**src/assert_macros.svh**
```systemverilog
// assertion macros shared by the pump health monitor rtl
// needs a clock named i_clk and an active-low reset named i_rst_n in scope
`ifndef ASSERT_MACROS_SVH
`define ASSERT_MACROS_SVH

// check on every clock edge outside reset
`define ASSERT_CLK(lbl, prop, msg) \
    lbl: assert property (@(posedge i_clk) disable iff (!i_rst_n) (prop)) else $error(msg);

// check on every clock edge, reset included
`define ASSERT_ALWAYS(lbl, prop, msg) \
    lbl: assert property (@(posedge i_clk) (prop)) else $error(msg);

`endif

```
**src/psm_pkg.sv**
```systemverilog
// shared types, constants and helpers of the pump health score monitor
// no dependencies
package psm_pkg;

    // field widths
    localparam int unsigned SENS_W    = 16;
    localparam int unsigned GRADE_W   = 7;
    localparam int unsigned SCORE_W   = 14;
    localparam int unsigned LEVEL_W   = 3;
    localparam int unsigned RUN_W     = 15;
    localparam int unsigned EVT_W     = 16;
    localparam int unsigned PEN_W     = 25;
    localparam int unsigned PROD_W    = 23;
    localparam int unsigned CFG_IDX_W = 3;

    // configuration register indexes
    typedef enum logic [CFG_IDX_W-1:0] {
        CFG_TARGET    = 3'd0,
        CFG_TEMP_WARN = 3'd1,
        CFG_TEMP_CRIT = 3'd2,
        CFG_TEMP_STOP = 3'd3,
        CFG_AMP_WARN  = 3'd4,
        CFG_AMP_CRIT  = 3'd5
    } t_cfg_idx;

    // reset values of the configuration registers
    localparam logic signed [SENS_W-1:0] RST_TARGET    = -16'sd800;
    localparam logic signed [SENS_W-1:0] RST_TEMP_WARN = 16'sd600;
    localparam logic signed [SENS_W-1:0] RST_TEMP_CRIT = 16'sd700;
    localparam logic signed [SENS_W-1:0] RST_TEMP_STOP = 16'sd800;
    localparam logic [SENS_W-1:0]        RST_AMP_WARN  = 16'd4000;
    localparam logic [SENS_W-1:0]        RST_AMP_CRIT  = 16'd5000;

    // grade values in percent
    localparam logic [GRADE_W-1:0] GRADE_100 = 7'd100;
    localparam logic [GRADE_W-1:0] GRADE_90  = 7'd90;
    localparam logic [GRADE_W-1:0] GRADE_80  = 7'd80;
    localparam logic [GRADE_W-1:0] GRADE_70  = 7'd70;
    localparam logic [GRADE_W-1:0] GRADE_60  = 7'd60;
    localparam logic [GRADE_W-1:0] GRADE_50  = 7'd50;
    localparam logic [GRADE_W-1:0] GRADE_40  = 7'd40;

    // runtime limits
    localparam logic [RUN_W-1:0] RUN_MAX = 15'd20000;
    localparam logic [RUN_W-1:0] RUN_T1  = 15'd1000;
    localparam logic [RUN_W-1:0] RUN_T2  = 15'd5000;
    localparam logic [RUN_W-1:0] RUN_T3  = 15'd10000;

    // score weights and event penalties
    localparam logic [SCORE_W-1:0] W_PUMP    = 14'd35;
    localparam logic [SCORE_W-1:0] W_HEAT    = 14'd25;
    localparam logic [SCORE_W-1:0] W_AMP     = 14'd25;
    localparam logic [SCORE_W-1:0] W_AGE     = 14'd15;
    localparam logic [PEN_W-1:0]   PEN_HEAT  = 25'd200;
    localparam logic [PEN_W-1:0]   PEN_AMP   = 25'd150;
    localparam logic [SCORE_W-1:0] SCORE_MAX = 14'd10000;

    // maintenance level thresholds and codes
    localparam logic [SCORE_W-1:0] LVL_T_SOON   = 14'd9000;
    localparam logic [SCORE_W-1:0] LVL_T_RECOM  = 14'd7500;
    localparam logic [SCORE_W-1:0] LVL_T_URGENT = 14'd6000;
    localparam logic [SCORE_W-1:0] LVL_T_CRIT   = 14'd4500;
    localparam logic [LEVEL_W-1:0] MAINT_NONE   = 3'd0;
    localparam logic [LEVEL_W-1:0] MAINT_SOON   = 3'd1;
    localparam logic [LEVEL_W-1:0] MAINT_RECOM  = 3'd2;
    localparam logic [LEVEL_W-1:0] MAINT_URGENT = 3'd3;
    localparam logic [LEVEL_W-1:0] MAINT_CRIT   = 3'd4;

    // pressure ratio factors in percent
    localparam logic [PROD_W-1:0] PF_100 = 23'd100;
    localparam logic [PROD_W-1:0] PF_95  = 23'd95;
    localparam logic [PROD_W-1:0] PF_90  = 23'd90;
    localparam logic [PROD_W-1:0] PF_85  = 23'd85;
    localparam logic [PROD_W-1:0] PF_80  = 23'd80;
    localparam logic [PROD_W-1:0] PF_70  = 23'd70;

    // one input item
    typedef struct packed {
        logic                     action;
        logic signed [SENS_W-1:0] pressure;
        logic signed [SENS_W-1:0] temp;
        logic [SENS_W-1:0]        amps;
    } t_sample;

    // configuration registers
    typedef struct packed {
        logic signed [SENS_W-1:0] target;
        logic signed [SENS_W-1:0] temp_warn;
        logic signed [SENS_W-1:0] temp_crit;
        logic signed [SENS_W-1:0] temp_stop;
        logic [SENS_W-1:0]        amp_warn;
        logic [SENS_W-1:0]        amp_crit;
    } t_cfg;

    // grades of one sample
    typedef struct packed {
        logic [GRADE_W-1:0] pump;
        logic [GRADE_W-1:0] heat;
        logic [GRADE_W-1:0] amp;
        logic [GRADE_W-1:0] age;
    } t_grades;

    // event counter increments raised by one sample
    typedef struct packed {
        logic [1:0] heat_add;
        logic [1:0] amp_add;
    } t_evt;

    // one result item
    typedef struct packed {
        logic [SCORE_W-1:0] score;
        logic [LEVEL_W-1:0] level;
        t_grades            grades;
    } t_result;

    // saturating event counter add
    function automatic logic [EVT_W-1:0] sat_add(input logic [EVT_W-1:0] cnt,
                                                 input logic [1:0] by);
        logic [EVT_W:0] sum;
        sum = {1'b0, cnt} + {{(EVT_W-1){1'b0}}, by};
        return sum[EVT_W] ? {EVT_W{1'b1}} : sum[EVT_W-1:0];
    endfunction

endpackage

```
**src/psm_grade.sv**
```systemverilog
// grading of one sample: pump, heat, current and runtime grades and event increments
// depends on psm_pkg
module psm_grade (
    input  psm_pkg::t_sample                i_sample,
    input  psm_pkg::t_cfg                   i_cfg,
    input  logic [psm_pkg::RUN_W-1:0]       i_runtime,
    output psm_pkg::t_grades                o_grades,
    output psm_pkg::t_evt                   o_evt
);

    logic [psm_pkg::SENS_W-1:0]  w_abs_p;
    logic [psm_pkg::SENS_W-1:0]  w_abs_t;
    logic [psm_pkg::PROD_W-1:0]  w_p100;
    logic [psm_pkg::PROD_W-1:0]  w_t_ext;
    logic [psm_pkg::GRADE_W-1:0] w_pump;
    logic [psm_pkg::GRADE_W-1:0] w_heat;
    logic [psm_pkg::GRADE_W-1:0] w_amp;
    logic [psm_pkg::GRADE_W-1:0] w_age;
    logic [1:0]                  w_heat_add;
    logic [1:0]                  w_amp_add;

    // magnitudes, the most negative code maps to 32768 as unsigned
    assign w_abs_p = i_sample.pressure[psm_pkg::SENS_W-1] ?
                     psm_pkg::SENS_W'(-i_sample.pressure) : i_sample.pressure;
    assign w_abs_t = i_cfg.target[psm_pkg::SENS_W-1] ?
                     psm_pkg::SENS_W'(-i_cfg.target) : i_cfg.target;
    assign w_p100  = psm_pkg::PROD_W'(w_abs_p) * psm_pkg::PF_100;
    assign w_t_ext = psm_pkg::PROD_W'(w_abs_t);

    // pump grade by cross multiplication against the target
    always_comb begin
        priority if (i_cfg.target == '0)             w_pump = psm_pkg::GRADE_100;
        else if (w_p100 >= w_t_ext * psm_pkg::PF_95) w_pump = psm_pkg::GRADE_100;
        else if (w_p100 >= w_t_ext * psm_pkg::PF_90) w_pump = psm_pkg::GRADE_90;
        else if (w_p100 >= w_t_ext * psm_pkg::PF_85) w_pump = psm_pkg::GRADE_80;
        else if (w_p100 >= w_t_ext * psm_pkg::PF_80) w_pump = psm_pkg::GRADE_70;
        else if (w_p100 >= w_t_ext * psm_pkg::PF_70) w_pump = psm_pkg::GRADE_60;
        else                                         w_pump = psm_pkg::GRADE_50;
    end

    // heat grade, thresholds taken in order even when misordered
    always_comb begin
        priority if (i_sample.temp < i_cfg.temp_warn) begin
            w_heat     = psm_pkg::GRADE_100;
            w_heat_add = 2'd0;
        end else if (i_sample.temp < i_cfg.temp_crit) begin
            w_heat     = psm_pkg::GRADE_80;
            w_heat_add = 2'd1;
        end else if (i_sample.temp < i_cfg.temp_stop) begin
            w_heat     = psm_pkg::GRADE_60;
            w_heat_add = 2'd2;
        end else begin
            w_heat     = psm_pkg::GRADE_40;
            w_heat_add = 2'd3;
        end
    end

    // current grade
    always_comb begin
        priority if (i_sample.amps < i_cfg.amp_warn) begin
            w_amp     = psm_pkg::GRADE_100;
            w_amp_add = 2'd0;
        end else if (i_sample.amps < i_cfg.amp_crit) begin
            w_amp     = psm_pkg::GRADE_80;
            w_amp_add = 2'd1;
        end else begin
            w_amp     = psm_pkg::GRADE_60;
            w_amp_add = 2'd2;
        end
    end

    // runtime grade from the count before this sample
    always_comb begin
        priority if (i_runtime < psm_pkg::RUN_T1)   w_age = psm_pkg::GRADE_100;
        else if (i_runtime < psm_pkg::RUN_T2)       w_age = psm_pkg::GRADE_90;
        else if (i_runtime < psm_pkg::RUN_T3)       w_age = psm_pkg::GRADE_80;
        else if (i_runtime < psm_pkg::RUN_MAX)      w_age = psm_pkg::GRADE_70;
        else                                        w_age = psm_pkg::GRADE_60;
    end

    // gather the grades and increments
    assign o_grades = '{pump: w_pump, heat: w_heat, amp: w_amp, age: w_age};
    assign o_evt    = '{heat_add: w_heat_add, amp_add: w_amp_add};

endmodule

```
**src/psm_score.sv**
```systemverilog
// weighted score, event penalty with floor at zero, and maintenance level
// depends on psm_pkg
module psm_score (
    input  psm_pkg::t_grades                i_grades,
    input  logic [psm_pkg::EVT_W-1:0]       i_heat_events,
    input  logic [psm_pkg::EVT_W-1:0]       i_amp_events,
    output logic [psm_pkg::SCORE_W-1:0]     o_score,
    output logic [psm_pkg::LEVEL_W-1:0]     o_level
);

    logic [psm_pkg::SCORE_W-1:0] w_raw;
    logic [psm_pkg::PEN_W-1:0]   w_penalty;
    logic [psm_pkg::PEN_W-1:0]   w_raw_ext;

    // weighted sum of grades, at most 10000
    assign w_raw = psm_pkg::SCORE_W'(i_grades.pump) * psm_pkg::W_PUMP
                 + psm_pkg::SCORE_W'(i_grades.heat) * psm_pkg::W_HEAT
                 + psm_pkg::SCORE_W'(i_grades.amp)  * psm_pkg::W_AMP
                 + psm_pkg::SCORE_W'(i_grades.age)  * psm_pkg::W_AGE;

    // penalty from the updated event counters
    assign w_penalty = psm_pkg::PEN_W'(i_heat_events) * psm_pkg::PEN_HEAT
                     + psm_pkg::PEN_W'(i_amp_events)  * psm_pkg::PEN_AMP;
    assign w_raw_ext = psm_pkg::PEN_W'(w_raw);

    // floor at zero
    assign o_score = (w_penalty >= w_raw_ext) ? '0 :
                     psm_pkg::SCORE_W'(w_raw_ext - w_penalty);

    // maintenance level
    always_comb begin
        priority if (o_score >= psm_pkg::LVL_T_SOON)   o_level = psm_pkg::MAINT_NONE;
        else if (o_score >= psm_pkg::LVL_T_RECOM)      o_level = psm_pkg::MAINT_SOON;
        else if (o_score >= psm_pkg::LVL_T_URGENT)     o_level = psm_pkg::MAINT_RECOM;
        else if (o_score >= psm_pkg::LVL_T_CRIT)       o_level = psm_pkg::MAINT_URGENT;
        else                                           o_level = psm_pkg::MAINT_CRIT;
    end

endmodule

```
**src/pump_health_score_monitor.sv**
```systemverilog
// top level of the pump health score monitor: registers, counters, handshakes
// depends on psm_pkg, psm_grade, psm_score and assert_macros.svh
//
//  channel   direction  handshake                 payload
//  ------    ---------  ------------------------  ----------------------------------
//  in        input      i_in_valid / o_in_ready   i_action, i_pressure_in, i_temp_in,
//                                                 i_amps_in
//  out       output     o_out_valid / i_out_ready o_health_score, o_maint_level,
//                                                 o_pump_grade .. o_age_grade
//  cfg       input      i_cfg_we (no wait)        i_cfg_idx, i_cfg_data
//
// one item per cycle sustained while out is not stalled; an accepted item leaves
// through the input register, then the result register, grading and scoring between them
// counters and runtime update when an item moves into the result register
// a stalled result holds the result register; the input register still takes one
// more item, so ready falls only when both registers are full and out is stalled
// reset clears handshake state, counters, runtime and loads the threshold defaults
`include "assert_macros.svh"

module pump_health_score_monitor (
    input  logic                                i_clk,
    input  logic                                i_rst_n,
    input  logic                                i_cfg_we,
    input  logic [psm_pkg::CFG_IDX_W-1:0]       i_cfg_idx,
    input  logic [psm_pkg::SENS_W-1:0]          i_cfg_data,
    input  logic                                i_in_valid,
    output logic                                o_in_ready,
    input  logic                                i_action,
    input  logic signed [psm_pkg::SENS_W-1:0]   i_pressure_in,
    input  logic signed [psm_pkg::SENS_W-1:0]   i_temp_in,
    input  logic [psm_pkg::SENS_W-1:0]          i_amps_in,
    output logic                                o_out_valid,
    input  logic                                i_out_ready,
    output logic [psm_pkg::SCORE_W-1:0]         o_health_score,
    output logic [psm_pkg::LEVEL_W-1:0]         o_maint_level,
    output logic [psm_pkg::GRADE_W-1:0]         o_pump_grade,
    output logic [psm_pkg::GRADE_W-1:0]         o_heat_grade,
    output logic [psm_pkg::GRADE_W-1:0]         o_amp_grade,
    output logic [psm_pkg::GRADE_W-1:0]         o_age_grade
);

    psm_pkg::t_cfg                  r_cfg;
    psm_pkg::t_sample               r_s1;
    logic                           r_s1_vld;
    psm_pkg::t_result               r_out;
    logic                           r_out_vld;
    logic [psm_pkg::RUN_W-1:0]      r_runtime;
    logic [psm_pkg::EVT_W-1:0]      r_heat_events;
    logic [psm_pkg::EVT_W-1:0]      r_amp_events;

    logic [psm_pkg::EVT_W-1:0]      n_heat_events;
    logic [psm_pkg::EVT_W-1:0]      n_amp_events;
    psm_pkg::t_result               n_out;

    logic                           w_move;
    psm_pkg::t_grades               w_grades;
    psm_pkg::t_evt                  w_evt;
    logic [psm_pkg::SCORE_W-1:0]    w_score;
    logic [psm_pkg::LEVEL_W-1:0]    w_level;

    // configuration registers
    always_ff @(posedge i_clk) begin
        if (!i_rst_n) begin
            r_cfg.target    <= psm_pkg::RST_TARGET;
            r_cfg.temp_warn <= psm_pkg::RST_TEMP_WARN;
            r_cfg.temp_crit <= psm_pkg::RST_TEMP_CRIT;
            r_cfg.temp_stop <= psm_pkg::RST_TEMP_STOP;
            r_cfg.amp_warn  <= psm_pkg::RST_AMP_WARN;
            r_cfg.amp_crit  <= psm_pkg::RST_AMP_CRIT;
        end else if (i_cfg_we) begin
            case (psm_pkg::t_cfg_idx'(i_cfg_idx))
                psm_pkg::CFG_TARGET:    r_cfg.target    <= i_cfg_data;
                psm_pkg::CFG_TEMP_WARN: r_cfg.temp_warn <= i_cfg_data;
                psm_pkg::CFG_TEMP_CRIT: r_cfg.temp_crit <= i_cfg_data;
                psm_pkg::CFG_TEMP_STOP: r_cfg.temp_stop <= i_cfg_data;
                psm_pkg::CFG_AMP_WARN:  r_cfg.amp_warn  <= i_cfg_data;
                psm_pkg::CFG_AMP_CRIT:  r_cfg.amp_crit  <= i_cfg_data;
                default: begin
                end
            endcase
        end
    end

    // handshake: the input register advances whenever the result register frees
    assign w_move     = r_s1_vld && (!r_out_vld || i_out_ready);
    assign o_in_ready = !r_s1_vld || w_move;

    // input register
    always_ff @(posedge i_clk) begin
        if (!i_rst_n) begin
            r_s1_vld <= 1'b0;
        end else if (o_in_ready) begin
            r_s1_vld <= i_in_valid;
        end
    end

    always_ff @(posedge i_clk) begin
        if (i_in_valid && o_in_ready) begin
            r_s1.action   <= i_action;
            r_s1.pressure <= i_pressure_in;
            r_s1.temp     <= i_temp_in;
            r_s1.amps     <= i_amps_in;
        end
    end

    // grading
    psm_grade u_grade (
        .i_sample (r_s1),
        .i_cfg    (r_cfg),
        .i_runtime(r_runtime),
        .o_grades (w_grades),
        .o_evt    (w_evt)
    );

    // counters after this item, cleared by a clear action
    assign n_heat_events = r_s1.action ? '0 : psm_pkg::sat_add(r_heat_events, w_evt.heat_add);
    assign n_amp_events  = r_s1.action ? '0 : psm_pkg::sat_add(r_amp_events, w_evt.amp_add);

    // scoring uses the counters after increment
    psm_score u_score (
        .i_grades     (w_grades),
        .i_heat_events(n_heat_events),
        .i_amp_events (n_amp_events),
        .o_score      (w_score),
        .o_level      (w_level)
    );

    // result selection, a clear gives full health
    always_comb begin
        if (r_s1.action) begin
            n_out.score       = psm_pkg::SCORE_MAX;
            n_out.level       = psm_pkg::MAINT_NONE;
            n_out.grades.pump = psm_pkg::GRADE_100;
            n_out.grades.heat = psm_pkg::GRADE_100;
            n_out.grades.amp  = psm_pkg::GRADE_100;
            n_out.grades.age  = psm_pkg::GRADE_100;
        end else begin
            n_out.score  = w_score;
            n_out.level  = w_level;
            n_out.grades = w_grades;
        end
    end

    // state update when an item moves on
    always_ff @(posedge i_clk) begin
        if (!i_rst_n) begin
            r_runtime     <= '0;
            r_heat_events <= '0;
            r_amp_events  <= '0;
        end else if (w_move) begin
            r_heat_events <= n_heat_events;
            r_amp_events  <= n_amp_events;
            if (!r_s1.action && (r_runtime < psm_pkg::RUN_MAX)) begin
                r_runtime <= r_runtime + 1'b1;
            end
        end
    end

    // result register
    always_ff @(posedge i_clk) begin
        if (!i_rst_n) begin
            r_out_vld <= 1'b0;
        end else if (w_move) begin
            r_out_vld <= 1'b1;
        end else if (i_out_ready) begin
            r_out_vld <= 1'b0;
        end
    end

    always_ff @(posedge i_clk) begin
        if (w_move) begin
            r_out <= n_out;
        end
    end

    // outputs
    assign o_out_valid    = r_out_vld;
    assign o_health_score = r_out.score;
    assign o_maint_level  = r_out.level;
    assign o_pump_grade   = r_out.grades.pump;
    assign o_heat_grade   = r_out.grades.heat;
    assign o_amp_grade    = r_out.grades.amp;
    assign o_age_grade    = r_out.grades.age;

    // checks
    `ASSERT_CLK(a_runtime_sat, r_runtime <= psm_pkg::RUN_MAX, "runtime beyond saturation")
    `ASSERT_CLK(a_clear_zeroes, (w_move && r_s1.action) |=> (r_heat_events == '0 && r_amp_events == '0), "clear left counters set")
    `ASSERT_CLK(a_runtime_hold, !(w_move && !r_s1.action) |=> $stable(r_runtime), "runtime moved without an evaluated item")
    `ASSERT_CLK(a_score_range, r_out_vld |-> (r_out.score <= psm_pkg::SCORE_MAX), "score above full health")
    `ASSERT_ALWAYS(a_ready_free, !r_s1_vld |-> o_in_ready, "empty input register not ready")

endmodule

```
**config.mk**
```make
export PLATFORM = sky130hd
export DESIGN_NAME = pump_health_score_monitor
export DESIGN_NICKNAME = d
export VERILOG_FILES = /design/src/psm_pkg.sv /design/src/psm_grade.sv /design/src/psm_score.sv /design/src/pump_health_score_monitor.sv
export VERILOG_INCLUDE_DIRS = /design/src /design/src/src
export SDC_FILE = /design/constraint.sdc
export NUM_CORES = 2
export LEC_CHECK = 0
export BUFFER_PORTS_ARGS = -buffer_cell sky130_fd_sc_hd__buf_4
export CELL_PAD_IN_SITES_DETAIL_PLACEMENT = 1
export CELL_PAD_IN_SITES_GLOBAL_PLACEMENT = 2
export CORE_MARGIN = 3
export CORE_UTILIZATION = 37
export CTS_BUF_LIST = sky130_fd_sc_hd__clkbuf_2
export DETAILED_ROUTE_END_ITERATION = 8
export PLACE_DENSITY_LB_ADDON = 0.1
export SLEW_MARGIN = 20
export SYNTH_ARGS = -nofsm -noshare
export SYNTH_HDL_FRONTEND = slang
export SYNTH_HIERARCHICAL = 1
export SYNTH_SLANG_ARGS = --single-unit
```
**constraint.sdc**
```tcl
create_clock -name i_clk -period 15.55 [get_ports i_clk]
set_clock_uncertainty 0.15 [all_clocks]
set_input_delay 0.7775 -clock i_clk [delete_from_list [all_inputs] [get_ports i_clk]]
set_output_delay 0.7775 -clock i_clk [all_outputs]
set_load 0.05 [all_outputs]
```
# Yosys cells after proc, flatten, opt, wreduce, memory -nomap -nowiden
# Cells that the tools add are included.
[totals] reg_bits=239 wordCells=122
[op_classes] add_sub_neg=10 multipliers=12 order_cmp=19 n_eq_ne=5 mux=32 n_reduce_logical=21
[ops] cell="23-bit >= comparator" count=5
[ops] cell="16-bit two-way mux" count=6
[ops] cell="7-bit two-way mux" count=13
[ops] cell="16-bit < comparator" count=5
[ops] cell="16-bit by 7-bit multiplier with 23-bit output, second input constant" count=3
[ops] cell="16-bit by 6-bit multiplier with 22-bit output, second input constant" count=2
[ops] cell="14-bit by 13-bit >= comparator with 1-bit output, second input constant" count=3
[ops] cell="16-bit by 5-bit multiplier with 21-bit output, second input constant" count=2
[ops] cell="16-bit by 2-bit adder with 17-bit output" count=2
[ops] cell="16-bit negation" count=2
[ops] cell="24-bit by 24-bit adder with 25-bit output" count=1
[ops] cell="25-bit by 14-bit >= comparator with 1-bit output" count=1
[ops] cell="7-bit by 5-bit multiplier with 12-bit output, second input constant" count=2
[ops] cell="16-bit by 3-bit multiplier with 19-bit output, second input constant" count=1
[ops] cell="16-bit zero test" count=1
[ops] cell="15-bit by 1-bit adder with 15-bit output, second input constant" count=1
[ops] cell="15-bit by 10-bit < comparator with 1-bit output, second input constant" count=1
[ops] cell="15-bit by 13-bit < comparator with 1-bit output, second input constant" count=1
[ops] cell="15-bit by 14-bit < comparator with 1-bit output, second input constant" count=1
[ops] cell="15-bit < comparator, second input constant" count=1
[ops] cell="13-bit by 12-bit adder with 14-bit output" count=1
[ops] cell="14-bit by 11-bit adder with 14-bit output" count=1
[ops] cell="14-bit by 12-bit adder with 14-bit output" count=1
[ops] cell="14-bit >= comparator, second input constant" count=1
[ops] cell="21 further kinds" count=41

# Logic depth before layout (Yosys ltp)
[depth] depth_word=20 mapped_depth=62 mapped_depth_nobuf=60

# By module
# The synthesis kept the hierarchy.
[modules_own_cells] module="psm_grade" instances=1 cells_each=1715 area_each_um2=14246.2 seq_area_each_um2=0.0
[modules_own_cells] module="pump_health_score_monitor" instances=1 cells_each=986 area_each_um2=9845.7 seq_area_each_um2=5725.5
[modules_own_cells] module="psm_score" instances=1 cells_each=1005 area_each_um2=8529.4 seq_area_each_um2=0.0

# Worst setup path after synthesis
# OpenSTA, ideal clock, no wires.
[synth_timing] path_type="register -> register" startpoint="register r_cfg[80] (netlist bit)" endpoint="register r_out, in the netlist o_maint_level[2], data pin" arrival_ns=14.361 required_time_ns=15.134 slack_ns=0.773 stages_incl_launch_ff=58 path_buffers=1 synth_period_minus_slack_ns=14.777 path_cell_list="dfxtp_1 -> inv_1 -> ha_1 -> nor3b_2 -> nand2_2 -> or4_4 -> o21ai_0 -> xnor2_1 -> ha_1 -> inv_1 -> fa_1 -> inv_1 -> ha_1 -> ha_1 -> ha_1 -> and2_1 -> o21ai_0 -> inv_1 -> [22 not listed] -> ha_1 -> a21o_1 -> a21oi_1 -> o21ai_0 -> o41ai_1 -> xor2_1 -> ha_1 -> a211o_1 -> a221oi_1 -> o311ai_1 -> a211oi_1 -> o311a_1 -> o211ai_1 -> a311o_1 -> or4b_1 -> buf_2 -> a31o_2 -> nor2b_1"
[synth_rtl] element="start: declaration" line_no="pump_health_score_monitor.sv:42" text="psm_pkg::t_cfg r_cfg;"
[synth_rtl] element="end signal: assignment" line_no="pump_health_score_monitor.sv:172" text="r_out <= n_out;"
[synth_rtl] element="end: declaration" line_no="pump_health_score_monitor.sv:45" text="psm_pkg::t_result r_out;"

==> flow_summary.toml <==
[timing]
fin_crit_ns = 14.90
setup_viol = 0
slew_headroom_pct = 18.00
maxSlewViolCount = 0
fin_crit_sh_pct = 95.81
hold_viol_final = 0
setup_tns_ns = 0
tightest_slew_ns = 1.211
fmax_ghz = 0.06712
hold_slack_ns = 0.2116

[layout]
finish.instance_area_um2 = 37600
fin_cells = 5257
final_nets = 4961
drive_gt1_share_pct = 12.04
syn2layout_area_growth_pct = 15.27

[die]
start_util_pct = 37.43
fp.dieH_um = 302.9
die_x_um = 302.9
row_count = 108
die_area_um2 = 91760
io_pins = 120
core-area_um2 = 87160

[clock_network]
path_clk_slew_ns = 0.10
htreeDepth = 3
clkSinkCount = 239
cts_buffer_depth = 3
cts_buffers = 73
clk-insertion-delay-late_ns = 1.21
cts_tree = "done"
cts-root-buf = "clkbuf_2"

[logic_synthesis]
syn_inst = 3706
synthesis.area_um2 = 32620
async_flop_share_pct = 0
yosysSeqAreaShare_pct = 17.55
ys_types = 101
synth-edff-count = 94
ys_warn_count = 6
syn_avg_cell_area_um2 = 8.802
ys_ff_latch = 239
synth-main-ff-cell = "dfxtp_1"

[grt]
gr-usage-met1_pct = 29.68
grt_pass1_vias = 30100
use_met2_pct = 38.61
gr-total-overflow = 0
grt_first_pass_wirelength_um = 162200
busiest_layer = "met2"
grtUsageMet3_pct = 2.726
antenna_found_initial = 2
grt_usage_pct = 22.27
grt_max_degree = 70

[routing]
vias = 27620
wire_per_inst_um = 19.24
drtIter0Drc = 893
wirelength_um = 101200
drtAntennaViolNets = 0
drt_pass1_iterations = 5
viasPerCell = 5.254
drc = 0

[placement]
placed_area_um2 = 35210
gp_congestion = 0.9158
dp_hpwl_um = 84150
port_buffers = 119
placed_cells = 4983

[setup_path]
critPathMostFrequentCell = "inv_1"
critical_path_arrival_ns = 15.59
reg2reg_depth = 58
cp_slowest_cell = "or4b_4"
critPathMaxFanout = 11
crit_type = "flip-flop to flip-flop"
cp-end-kind = "flip-flop"
critical-path-max-stage-delay_ns = 0.62
cp-start-kind = "flip-flop"
cp.required_ns = 16.24

[job]
drv_cap = 0

[hold_path]
hold_class = "input pin to flip-flop"
worst_hold_path.num_cells = 2

[outcome]
outcome = "completed"
## path summary, 6_finish.rpt
path / slack (ns) / from / end
max: 0.65 / r_cfg[80] / o_maint_level[2]
min: 0.21 / i_temp_in[4] / r_s1[20]
max reg2reg: 0.65 / r_cfg[80] / o_maint_level[2]
min reg2reg: 0.31 / r_cfg[43] / r_cfg[43]
## area by class of cell
cell class / instances / area [um^2]
sequential: 239 / 5731
inverter: 573 / 2151
timing repair buffer: 342 / 2893
clock inverter: 24 / 143.9
clock buffer: 108 / 540.5
tap: 1155 / 1445
antenna: 6 / 15.01
multi-input combinational: 2810 / 24680
fill: 10280 / 49560
## kinds of logic after synthesis
| logic type | after synthesis | share of synthesized area [%] |
|---|---|---|
| flops | 239 | 17.55 |
| mux | 9 | 0.2838 |
| other cells | 1 | 0.01150 |
| xor+xnor | 242 | 6.612 |
| simple gates | 907 | 13.75 |
| compound gates | 797 | 16.54 |
| fa+ha+maj | 849 | 37.28 |
| buf+inv | 662 | 7.974 |
## through the flow
step	setup slack [ns]	util [%]
finish	0.6516	43.14
global route	-0.03922	43.14
CTS	0.009306	42.58
detailed placement	-0.2473	40.40
global placement	0.1981	40.39
floorplan	0.7733	-
## routing by layer
| layer | vias to the layer above | part of all wire (%) |
|---|---|---|
| met1 | 13670 | 47 |
| met4 | 0 | 1.9 |
| met5 | - | 0 |
| met2 | 346 | 48 |
| met3 | 109 | 2.9 |
| li1 | 13500 | - |
## sequential cells by signal, summed over array words and instances (netlist names), 7 cells and up
register / cells
o_heat_grade: 7
r_runtime: 15
r_s1: 49
r_heat_events: 16
o_health_score: 14
r_amp_events: 16
o_amp_grade: 7
r_cfg: 96
o_pump_grade: 7
o_age_grade: 7
## placed cells by master (no fill, tap or decap), types with 43 or more instances in the layout
master / Yosys / final
fa_1: 205 / 205
dfxtp_1: 145 / 143
nor2b_1: 61 / 60
a21o_1: 132 / 132
dlygate4sd3_1: 0 / 119
ha_1: 644 / 633
xor2_1: 87 / 85
inv_1: 570 / 564
nand2_1: 321 / 321
edfxtp_1: 94 / 94
nor3_1: 46 / 46
xnor2_1: 151 / 142
o21ai_0: 89 / 83
buf_4: 11 / 218
nand2b_1: 43 / 43
nor2_1: 154 / 153
clkbuf_2: 2 / 108
a21oi_1: 246 / 243
nand3_1: 89 / 89
## cells in the mapped netlist, types with 31 or more instances
cell / instances / share of area (%)
nand2_1: 321 / 3.7
inv_1: 570 / 6.6
nor2b_1: 61 / 1.2
edfxtp_1: 94 / 8.7
a21o_1: 132 / 3.0
nand4_1: 40 / 0.77
xnor2_1: 151 / 4.1
nand3_1: 89 / 1.4
nor2_1: 154 / 1.8
xor2_1: 87 / 2.3
a21oi_1: 246 / 3.8
fa_1: 205 / 13
nand2b_1: 43 / 0.82
o21a_1: 35 / 0.81
dfxtp_1: 145 / 8.9
o21ai_0: 89 / 1.4
nor3_1: 46 / 0.71
clkbuf_1: 47 / 0.54
o31ai_1: 31 / 0.71
ha_1: 644 / 25
## worst max-delay path, delay by kind of cell (launching register included)
kind	cells	cell delay, ns
AND/OR/NAND/NOR	4	1.01
multiplexers	1	0.34
adder cells (fa/ha/maj)	15	6.17
XOR/XNOR	2	0.48
buffers and inverters	13	1.19
flip-flops	1	0.37
AO/OA/AOI/OAI	23	4.83
## timing repair
item	CTS	global route
gates cloned	0	0
endpoints found under the setup margin	16	16
pin swaps	1	34
gates resized for setup	2	68
buffers inserted	2	15
hold endpoints to repair	166	0
hold buffers	119	0
Power is not shown: default switching activity piles up to over one toggle a cycle in this logic, so the estimate is an artifact.
